**src/rtl/midi_note_pairing_quantizer_assert.svh**
```systemverilog
// ---------------------------------------------------------------------------
// midi_note_pairing_quantizer_assert
// Assertion macros for the MIDI note pairing quantizer.
// ---------------------------------------------------------------------------
`ifndef MIDI_NOTE_PAIRING_QUANTIZER_ASSERT_SVH
`define MIDI_NOTE_PAIRING_QUANTIZER_ASSERT_SVH

// Implication checked every clock, disabled in reset.
`define MNPQ_ASSERT_IMP(label, clk, rst, ante, cons) \
   label: assert property (@(posedge clk) disable iff (rst) (ante) |-> (cons)) \
      else $error("assertion failed");

// Next-cycle implication, disabled in reset.
`define MNPQ_ASSERT_NEXT(label, clk, rst, ante, cons) \
   label: assert property (@(posedge clk) disable iff (rst) (ante) |=> (cons)) \
      else $error("assertion failed");

`endif

```
**src/rtl/mnpq_pkg.sv**
```systemverilog
// ---------------------------------------------------------------------------
// mnpq_pkg
// Shared types and constants of the MIDI note pairing quantizer.
// ---------------------------------------------------------------------------
`timescale 1ns / 1ps

package mnpq_pkg;

   localparam logic [1:0] CMD_NOTE_ON  = 2'd0;
   localparam logic [1:0] CMD_NOTE_OFF = 2'd1;
   localparam logic [1:0] CMD_END      = 2'd2;
   localparam logic [1:0] CMD_UNUSED   = 2'd3;

   localparam logic [2:0] ST_HELD      = 3'd0;
   localparam logic [2:0] ST_OVERLAP   = 3'd1;
   localparam logic [2:0] ST_DONE      = 3'd2;
   localparam logic [2:0] ST_UNMATCHED = 3'd3;
   localparam logic [2:0] ST_END       = 3'd4;

   localparam logic [2:0] Q_NONE    = 3'd0;
   localparam logic [2:0] Q_MAJOR   = 3'd1;
   localparam logic [2:0] Q_MINOR   = 3'd2;
   localparam logic [2:0] Q_POWER   = 3'd3;
   localparam logic [2:0] Q_SUS4    = 3'd4;
   localparam logic [2:0] Q_SUS2    = 3'd5;
   localparam logic [2:0] Q_CLUSTER = 3'd6;

   localparam int DIV_W = 35;   // dividend width: 8*t + tpq fits in 36, quotient in 35
   localparam int DEN_W = 16;   // 2*tpq

   typedef enum logic [3:0] {
      S_IDLE,
      S_CLEAR,
      S_READ,
      S_LOOK,
      S_DIV_START,
      S_DIV_WAIT,
      S_DIV_DUR,
      S_DUR_WAIT,
      S_FINISH,
      S_OUT
   } state_type;

   // chord pitch-class check: rotate mask so the root sits at bit 0
   function automatic logic [11:0] rot_mask(input logic [11:0] m, input logic [3:0] r);
      logic [23:0] d;
      d = {m, m} >> r;
      return d[11:0];
   endfunction

   // note number to pitch class by conditional subtraction of 96, 48, 24, 12
   function automatic logic [3:0] pitch_class(input logic [6:0] n);
      logic [6:0] r;
      r = n;
      if (r >= 7'd96) r = r - 7'd96;
      if (r >= 7'd48) r = r - 7'd48;
      if (r >= 7'd24) r = r - 7'd24;
      if (r >= 7'd12) r = r - 7'd12;
      return r[3:0];
   endfunction

endpackage

```
**src/rtl/mnpq_divider.sv**
```systemverilog
// ---------------------------------------------------------------------------
// mnpq_divider
// Bit-serial restoring divider: one quotient bit per cycle.
// ---------------------------------------------------------------------------
`timescale 1ns / 1ps

module mnpq_divider (
   input  logic                          clock,
   input  logic                          reset,
   input  logic                          start,
   input  logic [mnpq_pkg::DIV_W:0]      dividend,
   input  logic [mnpq_pkg::DEN_W-1:0]    divisor,
   output logic                          busy,
   output logic                          done,
   output logic [mnpq_pkg::DIV_W-1:0]    quotient
);
   import mnpq_pkg::*;

   localparam int CNT_W = $clog2(DIV_W + 2);

   logic [DIV_W:0]       num_ff, num_in;
   logic [DEN_W:0]       rem_ff, rem_in;
   logic [CNT_W-1:0]     cnt_ff, cnt_in;
   logic                 busy_ff, busy_in;
   logic                 done_ff, done_in;
   logic [DEN_W:0]       trial;
   logic [DEN_W+1:0]     diff;

   always_comb begin
      trial   = {rem_ff[DEN_W-1:0], num_ff[DIV_W]};
      diff    = {1'b0, trial} - {2'b0, divisor};
      num_in  = num_ff;
      rem_in  = rem_ff;
      cnt_in  = cnt_ff;
      busy_in = busy_ff;
      done_in = 1'b0;
      if (start) begin
         num_in  = dividend;
         rem_in  = '0;
         cnt_in  = CNT_W'(DIV_W + 1);
         busy_in = 1'b1;
      end else if (busy_ff) begin
         if (!diff[DEN_W+1]) begin
            rem_in = diff[DEN_W:0];
         end else begin
            rem_in = trial;
         end
         num_in = {num_ff[DIV_W-1:0], ~diff[DEN_W+1]};
         cnt_in = cnt_ff - 1'b1;
         if (cnt_ff == CNT_W'(1)) begin
            busy_in = 1'b0;
            done_in = 1'b1;
         end
      end
   end

   always_ff @(posedge clock) begin
      if (reset) begin
         busy_ff <= 1'b0;
         done_ff <= 1'b0;
         cnt_ff  <= '0;
      end else begin
         busy_ff <= busy_in;
         done_ff <= done_in;
         cnt_ff  <= cnt_in;
      end
      num_ff <= num_in;
      rem_ff <= rem_in;
   end

   assign busy     = busy_ff;
   assign done     = done_ff;
   assign quotient = num_ff[DIV_W-1:0];

endmodule

```
**config.mk**
```make
export PLATFORM = sky130hd
export DESIGN_NAME = mnpq_divider
export DESIGN_NICKNAME = d
export VERILOG_FILES = /design/src/rtl/midi_note_pairing_quantizer_assert.svh /design/src/rtl/mnpq_pkg.sv /design/src/rtl/mnpq_divider.sv
export SDC_FILE = /design/constraint.sdc
export NUM_CORES = 1
export LEC_CHECK = 0
export BUFFER_PORTS_ARGS = -buffer_cell sky130_fd_sc_hd__clkbuf_2
export CAP_MARGIN = 20
export CORE_MARGIN = 1
export CORE_UTILIZATION = 38
export CTS_CLUSTER_DIAMETER = 100
export DETAILED_ROUTE_END_ITERATION = 7
export GPL_ROUTABILITY_DRIVEN = 0
export PLACE_DENSITY = 0.73
export SLEW_MARGIN = 10
export SYNTH_ARGS = -nofsm -noshare
export SYNTH_HDL_FRONTEND = slang
export SYNTH_SLANG_ARGS = --single-unit
```
**constraint.sdc**
```tcl
create_clock -name clock -period 2.2 [get_ports clock]
set_clock_uncertainty 0.1 [all_clocks]
set_input_delay 0.44 -clock clock [delete_from_list [all_inputs] [get_ports clock]]
set_output_delay 0.44 -clock clock [all_outputs]
set_load 0.005 [all_outputs]
```
==> results.sh <==
export IMPL_ys_top_cells_by_area="sky130_fd_sc_hd__edfxtp_1 (27%), sky130_fd_sc_hd__dfxtp_1 (12%), sky130_fd_sc_hd__mux2_2 (10%)"
export IMPL_cts_htree_levels=3
export IMPL_violations="design-rule violations, negative setup slack"
export IMPL_critical_path_arrival_ns=2.46
export IMPL_avgViaCountPerCell=5.18
export IMPL_worst_slack_after_detailed_placement_ns=-0.285
export IMPL_remaining_drc_errors=3
export IMPL_tritoncts="done"
export IMPL_areaGrowthSynthToFinish_pct=27.1
export IMPL_detailedRoute_firstPassIterationCount=8
export IMPL_drt_iter0_markers=187
export IMPL_reg2reg_slack_ns=-0.10
export IMPL_critical_path_slowest_cell="sky130_fd_sc_hd__edfxtp_1"
export IMPL_drt_wirelength_per_cell_um=14.5
export IMPL_postLayoutSetupSlackWorst_ns=-0.103
export IMPL_report_final_hold_viol_count=0
export IMPL_maximum_clock_frequency_ghz=0.434
export IMPL_path_max_fanout=5
export IMPL_seq_area_frac_synth_pct=39.2
export IMPL_final_instance_count_excl_fillers=636
export IMPL_route_final_wire_length_um=9240
export IMPL_initial_utilization_pct=39.0
export IMPL_post_dp_hpwl_um=6620
export IMPL_numCtsBuffers=9
export IMPL_worst_relative_slew_slack_pct=44.7
export IMPL_grt_first_pass_wirelength_um=15100
export IMPL_cts_buffer_depth=2
export IMPL_final_nets=570
export IMPL_timing_worst_slew_pin_value_ns=0.830
export IMPL_pins_over_slew_limit=0
export IMPL_worst_ep_required_time_ns=2.36
export IMPL_vias=3296
export IMPL_critPathLaunchType="register"
export IMPL_boundaryPins=92
export IMPL_synth_warnings=0
export IMPL_crit_type="register to register"
export IMPL_cts_root_buf="sky130_fd_sc_hd__clkbuf_8"
export IMPL_timing_critical_path_mode_cell="sky130_fd_sc_hd__inv_2"
export IMPL_worst_ir_drop_vdd_uv=259
export IMPL_run_status="finished with violations"
export IMPL_ys_types=66
export IMPL_global_route_usage_sum_pct=17.0
export IMPL_syn_instance_count=400
export IMPL_route_antenna_remaining_nets=0
export IMPL_path_buf_inv=2
export IMPL_cp_end_kind="register"
export IMPL_r2r_worst_path_cells=9
export IMPL_number_of_flops_mapped_to_enable_cells_by_yosys=36
export IMPL_finalWorstPathRequiredPeriod_ns=2.30
export IMPL_core_area_um2=10200
export IMPL_multiInputGateArea_um2=2220
export IMPL_most_common_layout_cells="sky130_fd_sc_hd__clkbuf_2 (91), sky130_fd_sc_hd__buf_4 (45), sky130_fd_sc_hd__mux2_2 (36), sky130_fd_sc_hd__edfxtp_1 (36), sky130_fd_sc_hd__nor2_1 (32)"
export IMPL_static_leakage_power_uw=0.00210
export IMPL_antenna_found_initial=0
export IMPL_dieArea_um2=10900
export IMPL_antennaDiodeCount=0
export IMPL_dieWidth_um=104
export IMPL_cts_hold_buffers_added=0
export IMPL_row_count=37
export IMPL_syn_nets=474
export IMPL_r2r_end="rem_ff[10]"
export IMPL_power_uw=3030
export IMPL_path_clk_slew_ns=0.07
export IMPL_r2r_start="num_ff[35]"
export IMPL_clock_sinks=60
export IMPL_finish_utilization_pct=49.5
export IMPL_grt_start_max_net_pins=68
export IMPL_postSynthAreaPerCell_um2=9.96
export IMPL_rsz0062_at_grt="true"
export IMPL_min_path_type="input port to register"
export IMPL_power_per_cell_area_nw_per_um2=598
export IMPL_port_buffers=91
export IMPL_critical_path_endpoint="rem_ff[10]"
export IMPL_path_depth=9
export IMPL_vias_in_the_first_global_route=3277
export IMPL_path_delay_family="compound AO/OA/AOI/OAI gates"
export IMPL_layout_cells_most_common="sky130_fd_sc_hd__clkbuf_2"
export IMPL_grt_remaining_overflow=0
export IMPL_synth_ff_latch_count=60
export IMPL_cp_cell_sequence="inv_2 -> ha_4 -> inv_2 -> fa_2 -> a21oi_2 -> nand4b_1 -> a21oi_1 -> o311a_1 -> a211oi_1"
export IMPL_post_route_clock_period_utilization_pct=105
export IMPL_drive_gt1_share_pct=48.2
export IMPL_synth_top_cell_area_share_pct=27.1
export IMPL_synth_largest_area_cell="sky130_fd_sc_hd__edfxtp_1"
export IMPL_worst_setup_path_startpoint="num_ff[35]"
export IMPL_max_stage_delay_ns=0.43
export IMPL_place_inst=611
export IMPL_fp_dieH_um=104
export IMPL_synthesis_area_um2=3990
export IMPL_timing_max_cap_violations=0
export IMPL_worst_skew_pair_late_latency_ns=0.34
export IMPL_n_fill_cell=917
export IMPL_timing_final_setup_violations=4
export IMPL_primary_ff_master_synth="sky130_fd_sc_hd__edfxtp_1"
export IMPL_layout_area_seq_um2=1560
export IMPL_ys_async_sr_fraction_pct=0
logic make-up after synthesis:
logic type / share of synthesized area [%]
compound gates: 16.3
xor+xnor: 2.20
fa+ha+maj: 6.15
buf+inv: 11.4
flops: 39.2
mux: 10.4
simple gates: 14.4
stage by stage:
step	TNS, ns	cell area, µm²	hold WS [ns]
detailed placement	-3.75	4670	0.403
global route	-1.46	5060	0.281
finish	-0.208	5060	0.283
global placement	-3.27	4670	0.389
CTS	-0.220	4910	0.268
floorplan	0	4100	0.366
worst min-delay path by stage:
stage | from | end | slack, ns | cells past startpoint
2_1_floorplan | rem_ff[7] | rem_ff[7] | 0.37 | 2
3_3_place_gp | cnt_ff[1] | cnt_ff[1] | 0.39 | 2
3_5_place_dp | cnt_ff[1] | cnt_ff[1] | 0.40 | 2
4_1_cts | reset | cnt_ff[5] | 0.27 | 2
5_1_grt | reset | cnt_ff[2] | 0.28 | 2
6_report | reset | cnt_ff[5] | 0.28 | 2
cells in the mapped netlist (all sizes together) (10+ instances only):
cell type and number:
clkbuf 13, mux2 36, nand3 10, o21ai 13, ha 18, a21oi 14, inv 23, nor2 33
dfxtp 24, nand2 17, edfxtp 36, buf 45
layout make-up:
cell class / count / area share, %
clock buffers: 11 / 2.59
clock inverters: 4 / 0.346
inverters: 23 / 1.70
multi-input cells: 260 / 43.9
flip-flops and latches: 60 / 30.9
well taps: 136 / 3.36
repair buffers: 142 / 17.2
repair_timing:
item	in CTS	in global routing
resized for setup	13	26
hold endpoints to repair	0	0
pin swaps	9	27
gates cloned	0	1
setup buffers	5	5
setup endpoints to repair	14	17
metal layers:
layer | global-route usage, % | vias up | wire length [µm]
met2 | 28.6 | 105 | 4530
met5 | 0 | - | 0
li1 | - | 1632 | -
met3 | 3.26 | 13 | 468
met1 | 21.2 | 1546 | 4100
met4 | 7.04 | 0 | 149
worst register-to-register path: stages, from the launching register on:
cell and delay [ns]:
sky130_fd_sc_hd__edfxtp_1 0.43, sky130_fd_sc_hd__inv_2 0.09, sky130_fd_sc_hd__ha_4 0.14, sky130_fd_sc_hd__inv_2 0.04, sky130_fd_sc_hd__fa_2 0.35, sky130_fd_sc_hd__a21oi_2 0.14, sky130_fd_sc_hd__nand4b_1 0.25, sky130_fd_sc_hd__a21oi_1 0.14
sky130_fd_sc_hd__o311a_1 0.35, sky130_fd_sc_hd__a211oi_1 0.22
state kept, by name, summed over array words and instances, names as in the netlist:
name    count
num_ff     36
rem_ff     16
cnt_ff      6
busy        1
done        1
power breakdown:
part	leakage, µW	total, µW	internal [µW]	switching, µW
combinational	0.00146	853	435	418
clock	0.0000780	792	391	401
sequential	0.000560	1390	1320	69.7
Note: power is estimated with default switching activity, not from simulation.
